File: src/afdc_pkg.sv
// shared types and constants for the frame deframer with 8-bit checksum
// no dependencies; imported by afdc_parser and api_frame_deframer_checksum_top
`default_nettype none

package afdc_pkg;

    typedef enum logic [2:0] {
        PH_IDLE    = 3'd0,
        PH_LEN_HI  = 3'd1,
        PH_LEN_LO  = 3'd2,
        PH_PAYLOAD = 3'd3,
        PH_CHECK   = 3'd4
    } phase_t;

    localparam logic [1:0] ST_OK       = 2'd0;
    localparam logic [1:0] ST_CSUM_ERR = 2'd1;
    localparam logic [1:0] ST_IGNORED  = 2'd2;
    localparam logic [1:0] ST_TIMEOUT  = 2'd3;

    localparam logic KIND_PAYLOAD = 1'b0;
    localparam logic KIND_STATUS  = 1'b1;

    localparam logic CMD_BYTE = 1'b0;
    localparam logic CMD_TICK = 1'b1;

    localparam logic CFG_DELIM   = 1'b0;
    localparam logic CFG_TIMEOUT = 1'b1;

    localparam logic [7:0]  DELIM_RESET   = 8'd126;
    localparam logic [15:0] TIMEOUT_RESET = 16'd1000;
    localparam logic [7:0]  CSUM_BASE     = 8'hFF;

    localparam int OUT_TDATA_W = 48;

    typedef struct packed {
        logic        kind;
        logic [7:0]  payload_byte;
        logic [15:0] byte_index;
        logic [1:0]  status;
        logic [15:0] frame_length;
    } result_t;

    typedef struct packed {
        logic [7:0]  start_delimiter;
        logic [15:0] timeout_ticks;
    } cfg_t;

endpackage

`default_nettype wire

File: src/afdc_parser.sv
// frame parser state machine: header, payload indexing, checksum and idle timeout
// depends on afdc_pkg
`default_nettype none

module afdc_parser (
    input  wire logic             clk,
    input  wire logic             rst_n,
    input  wire logic             step,
    input  wire logic             command,
    input  wire logic [7:0]       rx_byte,
    input  afdc_pkg::cfg_t        cfg,
    output logic                  res_valid,
    output afdc_pkg::result_t     res
);
    import afdc_pkg::*;

    phase_t      phase_reg, phase_next;
    logic [15:0] len_reg, len_next;
    logic [15:0] seen_reg, seen_next;
    logic [7:0]  sum_reg, sum_next;
    logic [15:0] idle_reg, idle_next;

    logic [15:0] idle_inc;
    logic [15:0] seen_inc;

    assign idle_inc = (idle_reg == 16'hFFFF) ? idle_reg : idle_reg + 16'd1;
    assign seen_inc = seen_reg + 16'd1;

    // next phase
    always_comb
    begin
        phase_next = phase_reg;
        if (command == CMD_BYTE)
        begin
            unique case (phase_reg)
                PH_IDLE:    phase_next = (rx_byte == cfg.start_delimiter) ? PH_LEN_HI : PH_IDLE;
                PH_LEN_HI:  phase_next = PH_LEN_LO;
                PH_LEN_LO:  phase_next = ({len_reg[15:8], rx_byte} == 16'd0) ? PH_CHECK
                                                                              : PH_PAYLOAD;
                PH_PAYLOAD: phase_next = (seen_inc >= len_reg) ? PH_CHECK : PH_PAYLOAD;
                PH_CHECK:   phase_next = PH_IDLE;
                default:    phase_next = PH_IDLE;
            endcase
        end
    end

    // datapath and result
    always_comb
    begin
        len_next  = len_reg;
        seen_next = seen_reg;
        sum_next  = sum_reg;
        idle_next = idle_reg;
        res_valid = 1'b0;
        res       = '0;
        if (command == CMD_TICK)
        begin
            if (phase_reg == PH_IDLE)
            begin
                idle_next = idle_inc;
                if (idle_inc >= cfg.timeout_ticks)
                begin
                    idle_next  = '0;
                    res_valid  = 1'b1;
                    res.kind   = KIND_STATUS;
                    res.status = ST_TIMEOUT;
                end
            end
        end
        else
        begin
            unique case (phase_reg)
                PH_IDLE:
                begin
                    idle_next = '0;
                    if (rx_byte != cfg.start_delimiter)
                    begin
                        res_valid  = 1'b1;
                        res.kind   = KIND_STATUS;
                        res.status = ST_IGNORED;
                    end
                end
                PH_LEN_HI:
                    len_next = {rx_byte, 8'd0};
                PH_LEN_LO:
                begin
                    len_next  = {len_reg[15:8], rx_byte};
                    seen_next = '0;
                    sum_next  = '0;
                end
                PH_PAYLOAD:
                begin
                    sum_next         = sum_reg + rx_byte;
                    seen_next        = seen_inc;
                    res_valid        = 1'b1;
                    res.kind         = KIND_PAYLOAD;
                    res.payload_byte = rx_byte;
                    res.byte_index   = seen_reg;
                end
                PH_CHECK:
                begin
                    idle_next        = '0;
                    res_valid        = 1'b1;
                    res.kind         = KIND_STATUS;
                    res.status       = ((CSUM_BASE - sum_reg) == rx_byte) ? ST_OK : ST_CSUM_ERR;
                    res.frame_length = len_reg;
                end
                default:
                    idle_next = '0;
            endcase
        end
    end

    always_ff @(posedge clk or negedge rst_n)
    begin
        if (!rst_n)
        begin
            phase_reg <= PH_IDLE;
            len_reg   <= '0;
            seen_reg  <= '0;
            sum_reg   <= '0;
            idle_reg  <= '0;
        end
        else if (step)
        begin
            phase_reg <= phase_next;
            len_reg   <= len_next;
            seen_reg  <= seen_next;
            sum_reg   <= sum_next;
            idle_reg  <= idle_next;
        end
    end

    // a frame always closes back to idle after its checksum byte
    assert property (@(posedge clk) disable iff (!rst_n)
        (step && command == CMD_BYTE && phase_reg == PH_CHECK) |=> (phase_reg == PH_IDLE))
        else $error("frame did not close after checksum byte");

    // ticks never disturb an open frame
    assert property (@(posedge clk) disable iff (!rst_n)
        (step && command == CMD_TICK && phase_reg != PH_IDLE) |=> $stable(phase_reg))
        else $error("tick changed phase inside a frame");

    // payload index stays below the declared length
    assert property (@(posedge clk) disable iff (!rst_n)
        (res_valid && res.kind == KIND_PAYLOAD) |-> (res.byte_index < len_reg))
        else $error("payload index beyond declared length");

    // the idle counter only runs while idle
    assert property (@(posedge clk) disable iff (!rst_n)
        (phase_reg != PH_IDLE) |=> (idle_reg == $past(idle_reg) || phase_reg == PH_IDLE))
        else $error("idle counter moved inside a frame");

endmodule

`default_nettype wire

File: src/api_frame_deframer_checksum_top.sv
// top level of the frame deframer: stream ports, configuration registers, result register
// depends on afdc_pkg and afdc_parser
`default_nettype none

// Deframes a serial byte stream: a start delimiter, a 16-bit big-endian length,
// that many payload bytes (each sent out at once with its index), then a checksum
// byte checked against 0xFF minus the 8-bit payload sum. Every input transfer is
// either a byte (tuser 0) or a time tick (tuser 1) and gives at most one result
// transfer; idle ticks give a timeout status every timeout_ticks ticks. One input
// transfer is taken per cycle while the output side takes results: each transfer
// passes an input register and the parser logic into the result register.
// Register 0 is the start delimiter (reset 126), register 1 the timeout (reset 1000).
module api_frame_deframer_checksum_top (
    input  wire logic                             clk,
    input  wire logic                             rst_n,
    // input stream
    input  wire logic                             s_axis_tvalid,
    output logic                                  s_axis_tready,
    input  wire logic [7:0]                       s_axis_tdata,  // [7:0] rx_byte
    input  wire logic                             s_axis_tuser,  // [0] command
    // result stream
    output logic                                  m_axis_tvalid,
    input  wire logic                             m_axis_tready,
    // [7:0] payload_byte, [23:8] byte_index, [25:24] status, [41:26] frame_length,
    // [47:42] zero
    output logic [afdc_pkg::OUT_TDATA_W-1:0]      m_axis_tdata,
    output logic                                  m_axis_tuser,  // [0] kind
    // configuration writes
    input  wire logic                             cfg_we,
    input  wire logic                             cfg_index,
    input  wire logic [15:0]                      cfg_data
);
    import afdc_pkg::*;

    cfg_t        cfg_reg;
    logic        in_valid_reg;
    logic        in_cmd_reg;
    logic [7:0]  in_byte_reg;
    logic        out_valid_reg;
    result_t     out_reg;

    logic        proceed;
    logic        res_valid;
    result_t     res;

    always_ff @(posedge clk or negedge rst_n)
    begin
        if (!rst_n)
        begin
            cfg_reg.start_delimiter <= DELIM_RESET;
            cfg_reg.timeout_ticks   <= TIMEOUT_RESET;
        end
        else if (cfg_we)
        begin
            unique case (cfg_index)
                CFG_DELIM:   cfg_reg.start_delimiter <= cfg_data[7:0];
                CFG_TIMEOUT: cfg_reg.timeout_ticks   <= cfg_data;
                default:     ;
            endcase
        end
    end

    // the held input moves on once the result slot is free or being emptied
    assign proceed       = in_valid_reg && (!out_valid_reg || m_axis_tready);
    assign s_axis_tready = !in_valid_reg || proceed;

    always_ff @(posedge clk or negedge rst_n)
    begin
        if (!rst_n)
        begin
            in_valid_reg <= 1'b0;
        end
        else if (s_axis_tready)
        begin
            in_valid_reg <= s_axis_tvalid;
        end
    end

    always_ff @(posedge clk)
    begin
        if (s_axis_tready && s_axis_tvalid)
        begin
            in_cmd_reg  <= s_axis_tuser;
            in_byte_reg <= s_axis_tdata;
        end
    end

    afdc_parser u_parser (
        .clk       (clk),
        .rst_n     (rst_n),
        .step      (proceed),
        .command   (in_cmd_reg),
        .rx_byte   (in_byte_reg),
        .cfg       (cfg_reg),
        .res_valid (res_valid),
        .res       (res)
    );

    always_ff @(posedge clk or negedge rst_n)
    begin
        if (!rst_n)
        begin
            out_valid_reg <= 1'b0;
        end
        else if (proceed)
        begin
            out_valid_reg <= res_valid;
        end
        else if (m_axis_tready)
        begin
            out_valid_reg <= 1'b0;
        end
    end

    always_ff @(posedge clk)
    begin
        if (proceed && res_valid)
        begin
            out_reg <= res;
        end
    end

    assign m_axis_tvalid = out_valid_reg;
    assign m_axis_tuser  = out_reg.kind;
    assign m_axis_tdata  = {6'd0, out_reg.frame_length, out_reg.status,
                            out_reg.byte_index, out_reg.payload_byte};

    // a waiting result is never overwritten
    assert property (@(posedge clk) disable iff (!rst_n)
        (out_valid_reg && !m_axis_tready) |-> !proceed)
        else $error("result overwritten while stalled");

    // a held input is only released into the parser
    assert property (@(posedge clk) disable iff (!rst_n)
        (in_valid_reg && !proceed) |=> in_valid_reg)
        else $error("held input lost");

    // payload results carry no status or length
    assert property (@(posedge clk) disable iff (!rst_n)
        (out_valid_reg && out_reg.kind == KIND_PAYLOAD)
            |-> (out_reg.status == ST_OK && out_reg.frame_length == 16'd0))
        else $error("payload result with status fields set");

endmodule

`default_nettype wire
File: config.mk
export PLATFORM = sky130hd
export DESIGN_NAME = api_frame_deframer_checksum_top
export DESIGN_NICKNAME = d
export VERILOG_FILES = /design/src/afdc_pkg.sv /design/src/afdc_parser.sv /design/src/api_frame_deframer_checksum_top.sv
export SDC_FILE = /design/constraint.sdc
export NUM_CORES = 1
export LEC_CHECK = 0
export BUFFER_PORTS_ARGS = -buffer_cell sky130_fd_sc_hd__buf_2
export CAP_MARGIN = 30
export CELL_PAD_IN_SITES_DETAIL_PLACEMENT = 2
export CELL_PAD_IN_SITES_GLOBAL_PLACEMENT = 2
export CORE_AREA = 8 8 129 155
export DETAILED_ROUTE_END_ITERATION = 10
export DIE_AREA = 0 0 137 163
export PLACE_DENSITY_LB_ADDON = 0.1
export SLEW_MARGIN = 20
export SYNTH_ARGS = -nofsm -noshare
export SYNTH_HDL_FRONTEND = slang
export SYNTH_SLANG_ARGS = --single-unit
export TNS_END_PERCENT = 50
File: constraint.sdc
create_clock -name clk -period 11.9 [get_ports clk]
set_input_delay 1.785 -clock clk [delete_from_list [all_inputs] [get_ports clk]]
set_output_delay 1.785 -clock clk [all_outputs]
set_load 0.005 [all_outputs]
Yosys cells after proc, flatten, opt, wreduce, memory -nomap -nowiden
Cells that the tools add are included.
{"block": "op_classes", "n_eq_ne": 10, "magnitude_cmp": 2, "n_reduce_logical": 23, "bitwise": 5, "addsub": 4, "mux": 27}
{"op": "$mux W16", "count": 5}
{"op": "$pmux W16 S2", "count": 2}
{"op": "$add A16 B1 Y16 const B", "count": 2}
{"op": "$ge A16 B16 Y1", "count": 2}
{"op": "$eq A16 B16 Y1 const B", "count": 1}
{"op": "$eq A8 B8 Y1", "count": 2}
{"op": "$logic_not A16 Y1", "count": 1}
{"op": "$pmux W8 S2", "count": 1}
{"op": "$pmux W3 S4", "count": 1}
{"op": "$mux W1", "count": 9}
{"op": "$reduce_and A3 Y1", "count": 3}
{"op": "$add A8 B8 Y8", "count": 1}
{"op": "$mux W2", "count": 4}
{"op": "$ne A8 B8 Y1", "count": 1}
{"op": "$sub A8 B8 Y8 const A", "count": 1}
{"op": "$eq A3 B2 Y1 const B", "count": 2}
{"op": "$mux W3", "count": 2}
{"op": "$reduce_and A2 Y1", "count": 3}
{"op": "$reduce_bool A2 Y1", "count": 3}
{"op": "$reduce_or A2 Y1", "count": 3}
{"op": "$not A1 Y1", "count": 5}
{"op": "$ne A2 B1 Y1 const B", "count": 2}
{"op": "$pmux W1 S2", "count": 2}
{"op": "$pmux W2 S2", "count": 1}
{"op": "other kinds (8)", "count": 12}
{"block": "word_totals", "in_bits": 31, "regBits": 137, "output_inout_bits": 51, "word_cells": 88}

Logic depth before layout (Yosys ltp)
Gate-level depths: netlist of run 1.
{"block": "logic_depth", "depth_word": 7, "mapped_depth": 15, "ltp_nobuf": 13}

Hierarchy
A second synthesis of run 1 with hierarchy kept.
{"block": "hier_totals", "hier_cells": 673, "area_unflattened_um2": 7428.4}
{"module": "afdc_parser", "n_inst": 1, "cells_each": 552, "seq_area_each_um2": 1476.4, "area_per_inst_um2": 4719.5}
{"module": "api_frame_deframer_checksum_top", "n_inst": 1, "cells_each": 121, "seq_area_each_um2": 2227.1, "area_per_inst_um2": 2708.8}

Least setup slack after synthesis of run 1
No wires, ideal clock.
{"block": "synth_timing", "path_type": "register to register", "startpoint": "register u_parser.idle_reg[0]", "endpoint": "register out_reg, in the netlist m_axis_tdata[0] (enable)", "path_slack_ns": 6.593, "arrival_time_ns": 4.837, "n_path_buf": 2, "setup_time_ns": 0.469, "t_required_ns": 11.431, "stages_incl_launch_ff": 12, "period_less_slack_ns": 5.307, "cell_sequence": "dfrtp_1 > ha_1 > and2_1 > clkbuf_1 > nand3_1 > buf_2 > mux2_2 > ha_1 > a2111oi_4 > a2111oi_2 > o211ai_1 > a31oi_1"}
{"block": "synth_between", "elab_chain_cells": 7, "word_cells_on_any_way": 8, "cone_classes": "add/sub: 1; order compare: 1; eq/ne: 1; mux: 4; reduce/logical: 1"}
{"element": "from (decl)", "line": "afdc_parser.sv:21", "rtl": "logic [15:0] idle_reg, idle_next;"}
{"element": "from (signal assigned)", "line": "afdc_parser.sv:130", "rtl": "idle_reg <= idle_next;"}
{"element": "$add A16 B1 Y16 / $eq A16 B16 Y1 (equally long branches)", "line": "afdc_parser.sv:26", "rtl": "assign idle_inc = (idle_reg == 16'hFFFF) ? idle_reg : idle_reg + 16'd1;"}
{"element": "$mux W16 *", "line": "afdc_parser.sv:26"}
{"element": "$ge A16 B16 Y1 *", "line": "afdc_parser.sv:61", "rtl": "if (idle_inc >= cfg.timeout_ticks)"}
{"element": "$mux W1 *", "line": "afdc_parser.sv:61"}
{"element": "$mux W1 *", "line": "afdc_parser.sv:58", "rtl": "if (phase_reg == PH_IDLE)"}
{"element": "$mux W1 *", "line": "afdc_parser.sv:56", "rtl": "if (command == CMD_TICK)"}
{"element": "$logic_and A1 B1 Y1 *", "line": "api_frame_deframer_checksum_top.sv:117", "rtl": "if (proceed && res_valid)"}
{"element": "to (signal assigned)", "line": "api_frame_deframer_checksum_top.sv:119", "rtl": "out_reg <= res;"}
{"element": "to (decl)", "line": "api_frame_deframer_checksum_top.sv:40", "rtl": "result_t out_reg;"}
Every way passes the cells marked *; elsewhere a longest branch is shown, timed or not.
A chain may end at the register's enable or synchronous reset.

Final worst setup path of run 1
{"block": "layout_timing", "startpoint": "register u_parser.idle_reg[3]", "endpoint": "register out_reg, in the netlist m_axis_tdata[7] (enable)"}
Same word-level chain as after synthesis.

==> impl_metrics.env, run 1 <==
export IMPL_ir_worst_vdd_mv=0.0996
export IMPL_cts_resized_gates=0
export IMPL_total_power_uw=1700
export IMPL_h_tree_depth=4
export IMPL_netlist_area_sq_um=7210
export IMPL_drv_cap=0
export IMPL_crit_type="flop to flop"
export IMPL_fin_nets=795
export IMPL_power_frac_clock_pct=33.8
export IMPL_skew_ns=0.0152
export IMPL_hold_viol_final=0
export IMPL_grt_antenna_before_repair=0
export IMPL_power_leakage_uw=0.00382
export IMPL_via_per_inst=5.49
export IMPL_yosysSeqAreaShare_pct=51.4
export IMPL_ant_nets=0
export IMPL_die_w_um=137
export IMPL_finalNonFillerCells=955
export IMPL_swShare_pct=32.7
export IMPL_fin_crit_sh_pct=36.5
export IMPL_power_switching_uw=557
export IMPL_synthTopCellsByArea="dfrtp_1 25%, edfxtp_1 22%, ha_1 7.1%"
export IMPL_insertedDiodeCount=0
export IMPL_coreArea_sq_um=17400
export IMPL_fin_crit_ns=4.34
export IMPL_drc=0
export IMPL_r2r_end="m_axis_tdata[7]"
export IMPL_cts_buffers_inserted=17
export IMPL_ff2ff_path_depth=12
export IMPL_first_pass_iters=4
export IMPL_hold_buffers=0
export IMPL_fin_setup_tns_ns=0
export IMPL_overflow=0
export IMPL_layout_commonest_cell="buf_2"
export IMPL_synth_area_per_cell_sq_um=11.2
export IMPL_rows=53
export IMPL_synth_edf_count=52
export IMPL_syn2layout_area_growth_pct=17.1
export IMPL_cts_path_max_buffers=2
export IMPL_pwr_share_seq_pct=39.8
export IMPL_power_frac_comb_pct=26.3
export IMPL_layout_common_cells="74 x buf_2, 73 x dfrtp_1, 52 x edfxtp_1, 51 x nand2_1, 44 x and2_1"
export IMPL_post_synth_top_area_cell="dfrtp_1"
export IMPL_cp_arrival_ns=4.40
export IMPL_layout_setup_ws_ns=7.56
export IMPL_synth_top_area_share_pct=25.4
export IMPL_rsz0062_at_grt="no"
export IMPL_grt_total_usage_pct=19.7
export IMPL_synth_cells=643
export IMPL_largest_reg_flops=42
export IMPL_globalplace_congestion=0.800
export IMPL_grt_max_degree=45
export IMPL_cts_setup_buffers=0
export IMPL_worstPathRequired_ns=11.96
export IMPL_p_int_uw=1150
export IMPL_min_delay_start="u_parser.sum_reg[3]"
export IMPL_fmax_mhz=230
export IMPL_dp_slack_ns=7.62
export IMPL_crit_path_start_kind="flop"
export IMPL_grt_pass1_wl_um=33800
export IMPL_ys_dominant_reg_cell="dfrtp_1"
export IMPL_dieArea_sq_um=22300
export IMPL_async_flop_share_pct=62.0
export IMPL_worst_setup_path_end_kind="flop"
export IMPL_vias=5244
export IMPL_path_max_fanout=43
export IMPL_r2r_start="u_parser.idle_reg[3]"
export IMPL_min_path_cells=2
export IMPL_drtIter0Drc=247
export IMPL_grt_pass1_vias=6012
export IMPL_worst_pin_slew_ns=0.807
export IMPL_initial_utilization_pct=41.5
export IMPL_layout_drive_gt1_share_pct=22.7
export IMPL_worstHoldEndpoint="u_parser.sum_reg[3]"
export IMPL_hpwl_um=15100
export IMPL_power_density_nw_per_um2=202
export IMPL_cts_tree="yes"
export IMPL_die_h_um=163
export IMPL_min_delay_path_class="flop to flop"
export IMPL_wl_um=20900
export IMPL_outcome="finished, final reports clean"
export IMPL_finalSetupViolCount=0
export IMPL_synth_warnings=0
export IMPL_clkTransAtPathRegs_ns=0.06
export IMPL_io_buffer_count=75
export IMPL_placed_cells=922
export IMPL_relSlewSlack_pct=45.7
export IMPL_cts_root_buffer="clkbuf_16"
export IMPL_yosysUniqueCellTypes=62
export IMPL_regToRegSetupSlack_ns=7.56
export IMPL_detail_route_wl_per_cell_um=21.9
export IMPL_ys_seq_elements=137
export IMPL_cts_sinks=137
export IMPL_clk_latency_ns=0.43
export IMPL_slew_violations=0
export IMPL_io_pins=82
layout make-up:
type | instances | area, sq um
well taps | 220 | 275
clock buffers | 21 | 470
flip-flops and latches | 137 | 3700
repair buffers | 82 | 434
multi-input cells | 444 | 3240
clock inverters | 11 | 166
fillers | 1776 | 8930
inverters | 40 | 150
through the flow:
step | area [sq um] | utilization [%] | hold WS [ns]
floorplan | 7220 | - | 0.453
finish | 8440 | 48.6 | 0.487
global route | 8440 | 48.6 | 0.522
CTS | 8430 | 48.5 | 0.497
global placement | 7790 | 44.9 | 0.471
detailed placement | 7790 | 44.9 | 0.484
worst max path at each step:
stage	startpoint	to	depth (start not counted)
after floorplan	u_parser.idle_reg[0]	m_axis_tdata[0]	11
after global placement	u_parser.idle_reg[8]	u_parser.idle_reg[9]	12
after detailed placement	u_parser.idle_reg[3]	m_axis_tdata[27]	12
after CTS	u_parser.idle_reg[0]	m_axis_tdata[29]	12
after global routing	u_parser.idle_reg[0]	m_axis_tdata[28]	12
final	u_parser.idle_reg[3]	m_axis_tdata[7]	12
per-layer routing:
metal	up-vias	share of wire, %	track usage, %
met4	0	2.8	8.07
met2	87	55	35.3
met5	-	0	0
li1	2451	-	-
met1	2675	39	22.2
met3	31	2.7	3.89
critical path, cell delays in order, from the launching register on:
cell and delay [ns]:
dfrtp_1 0.47, and4_1 0.32, and2_2 0.21, nand3_1 0.37, and3_1 0.39, xor2_1 0.16, ha_1 0.28, and2_4 0.14
nand3_1 0.10, a2111oi_2 0.40, o211ai_1 0.38, a31oi_4 0.22, buf_4 0.48
power groups by stage:
stage                     sequential (uW)  combinational [uW]  clock (uW)
after floorplan                       653                 315           0
after global placement                676                 418           0
after detailed placement              685                 446           0
after CTS                             679                 459         588
after global routing                  690                 502         606
final                                 678                 448         576
kinds of logic after synthesis:
group,share of synthesized area (%)
adder cells (fa/ha/maj),7.40
AND/OR/NAND/NOR,15.4
multiplexers,4.36
flip-flops,51.4
AO/OA/AOI/OAI,12.7
other,0.0520
XOR/XNOR,4.50
buffers and inverters,4.18
cell usage after synthesis (3+ instances only):
master / n
mux2_2: 27
and4_1: 5
and2_1: 44
nor2_1: 23
nor4_1: 6
o31ai_1: 5
nor3_1: 7
buf_4: 7
inv_1: 40
a21o_1: 12
a31oi_1: 10
a21oi_1: 24
nor2b_1: 5
a22o_1: 25
buf_2: 6
nand3_1: 23
nand2b_1: 7
dfstp_2: 12
clkbuf_1: 11
dfrtp_1: 73
and3_1: 10
o21ai_0: 26
nand2_1: 51
nand4_1: 9
a221o_1: 3
ha_1: 41
edfxtp_1: 52
xor2_1: 14
xnor2_1: 23
Power figures use the tool's default switching activity.
==> run 2: changes to the inputs <==
Settings changed: CORE_AREA 8 8 129 155 to 8 8 134 160, DIE_AREA 0 0 137 163 to 0 0 142 168.
Clock period 11.9 ns to 4.5 ns, I/O delays scaled along.
==> impl_metrics.env, run 2 (synthesis gave the netlist of run 1 again) <==
export IMPL_vias=5236
export IMPL_slew_violations=0
export IMPL_insertedDiodeCount=0
export IMPL_layout_drive_gt1_share_pct=22.9
export IMPL_grt_max_degree=64
export IMPL_drtIter0Drc=177
export IMPL_cts_root_buffer="clkbuf_16"
export IMPL_coreArea_sq_um=18800
export IMPL_finalNonFillerCells=991
export IMPL_worst_pin_slew_ns=0.856
export IMPL_ir_worst_vdd_mv=0.287
export IMPL_drc=0
export IMPL_wl_um=20500
export IMPL_cts_path_max_buffers=2
export IMPL_hold_buffers=0
export IMPL_cp_startpoint="u_parser.idle_reg[0]"
export IMPL_r2r_end="m_axis_tdata[14]"
export IMPL_cts_resized_gates=0
export IMPL_path_max_fanout=43
export IMPL_cp_arrival_ns=4.19
export IMPL_hold_viol_final=0
export IMPL_fin_crit_ns=4.09
export IMPL_power_density_nw_per_um2=514
export IMPL_drv_cap=0
export IMPL_r2r_start="u_parser.idle_reg[0]"
export IMPL_cts_tree="yes"
export IMPL_globalplace_congestion=0.822
export IMPL_layout_common_cells="74 x buf_2, 73 x dfrtp_1, 52 x edfxtp_1, 51 x nand2_1, 44 x and2_1"
export IMPL_cp_cell_sequence="ha_1 > and2_1 > nand3_1 > and3_1 > xor2_1 > ha_1 > and2_4 > nand3_1 > a2111oi_2 > o211ai_1 > a31oi_4 > buf_12"
export IMPL_rsz0062_at_grt="no"
export IMPL_placed_cells=958
export IMPL_largest_reg_flops=42
export IMPL_relSlewSlack_pct=42.9
export IMPL_clk_latency_ns=0.42
export IMPL_syn2layout_area_growth_pct=17.4
export IMPL_cts_buffers_inserted=17
export IMPL_fill_cells=1999
export IMPL_min_delay_path_class="input port to async pin"
export IMPL_power_leakage_uw=0.00381
export IMPL_cts_setup_buffers=0
export IMPL_grt_antenna_before_repair=0
export IMPL_cp_slowest_cell="dfrtp_1"
export IMPL_grt_pass1_vias=6047
export IMPL_layout_commonest_cell="buf_2"
export IMPL_multiInputGateArea_sq_um=3250
export IMPL_ant_nets=0
export IMPL_rows=55
export IMPL_regToRegSetupSlack_ns=0.41
export IMPL_cts_sinks=137
export IMPL_hpwl_um=15300
export IMPL_finalSetupViolCount=0
export IMPL_io_buffer_count=75
export IMPL_die_w_um=142
export IMPL_cp_slowest_stage_delay_ns=0.45
export IMPL_crit_path_start_kind="flop"
export IMPL_grt_total_usage_pct=18.3
export IMPL_via_per_inst=5.28
export IMPL_fin_crit_sh_pct=90.8
export IMPL_dieArea_sq_um=23900
export IMPL_fmax_mhz=245
export IMPL_detail_route_wl_per_cell_um=20.7
export IMPL_outcome="finished, final reports clean"
export IMPL_grt_pass1_wl_um=33500
export IMPL_fin_nets=795
export IMPL_initial_utilization_pct=38.4
export IMPL_fin_setup_tns_ns=0
export IMPL_worstPathRequired_ns=4.60
export IMPL_crit_type="flop to flop"
export IMPL_skew_ns=0.00843
export IMPL_worst_setup_path_end_kind="flop"
export IMPL_io_pins=82
export IMPL_clkTransAtPathRegs_ns=0.06
export IMPL_die_h_um=168
export IMPL_first_pass_iters=4
export IMPL_h_tree_depth=4
export IMPL_ff2ff_path_depth=12
export IMPL_overflow=0
export IMPL_regArea_sq_um=3700
-- run 2: cell types whose count changed in the layout (fill, tap and decap cells not counted), sizes merged --
cell      change
bufinv        -4
clkinv        +3
clkbuf        +1
clkinvlp      -1
inv           +1
-- run 2: critical path: cells and delay by family, from the launching register on --
kind	cells	cell delay [ns]
and+or+nand+nor	5	1.32
AOI/OAI and AO/OA	3	1.03
adders and majority gates	2	0.53
DFF	1	0.45
buffers and inverters	1	0.24
xor gates and xnor gates	1	0.15
-- run 2: metrics by stage --
step | setup WS (ns) | hold WS (ns) | total power [uW] | cell area [sq um] | util [%]
5_1_grt | 0.161 | 0.410 | 4630 | 8460 | 45.0
6_report | 0.413 | 0.345 | 4350 | 8460 | 45.0
3_3_place_gp | 0.697 | 0.468 | 2920 | 7860 | 41.8
3_5_place_dp | 0.453 | 0.493 | 3010 | 7860 | 41.8
2_1_floorplan | 0.116 | 0.379 | 2560 | 7230 | -
4_1_cts | 0.380 | 0.377 | 4430 | 8450 | 45.0
-- run 2: worst max path at each step --
stage / endpoint / slack [ns]
finish: m_axis_tdata[14] / 0.41
global route: m_axis_tdata[14] / 0.16
global placement: m_axis_tdata[26] / 0.70
CTS: m_axis_tdata[20] / 0.38
floorplan: m_axis_tdata[0] / 0.12
detailed placement: m_axis_tdata[26] / 0.45
-- run 2: final cells by class --
class / instances / share of cell area [%]
timing repair buffer: 82 / 5.28
multi-input combinational: 444 / 38.4
inverter: 40 / 1.77
clock buffer: 22 / 6.00
tap: 256 / 3.79
clock inverter: 10 / 0.976
sequential: 137 / 43.8
-- run 2: routing by layer --
| layer | vias up | track usage, % | wire [um] |
|---|---|---|---|
| met5 | - | 0 | 0 |
| met1 | 2659 | 19.1 | 7790 |
| met2 | 83 | 34.4 | 11400 |
| met4 | 0 | 8.33 | 674 |
| li1 | 2459 | - | - |
| met3 | 35 | 3.42 | 633 |
-- run 2: report_power, final --
| group | switching [uW] | internal (uW) |
|---|---|---|
| clock | 569 | 814 |
| sequential | 230 | 1560 |
| combinational | 680 | 496 |
| total | 1480 | 2870 |
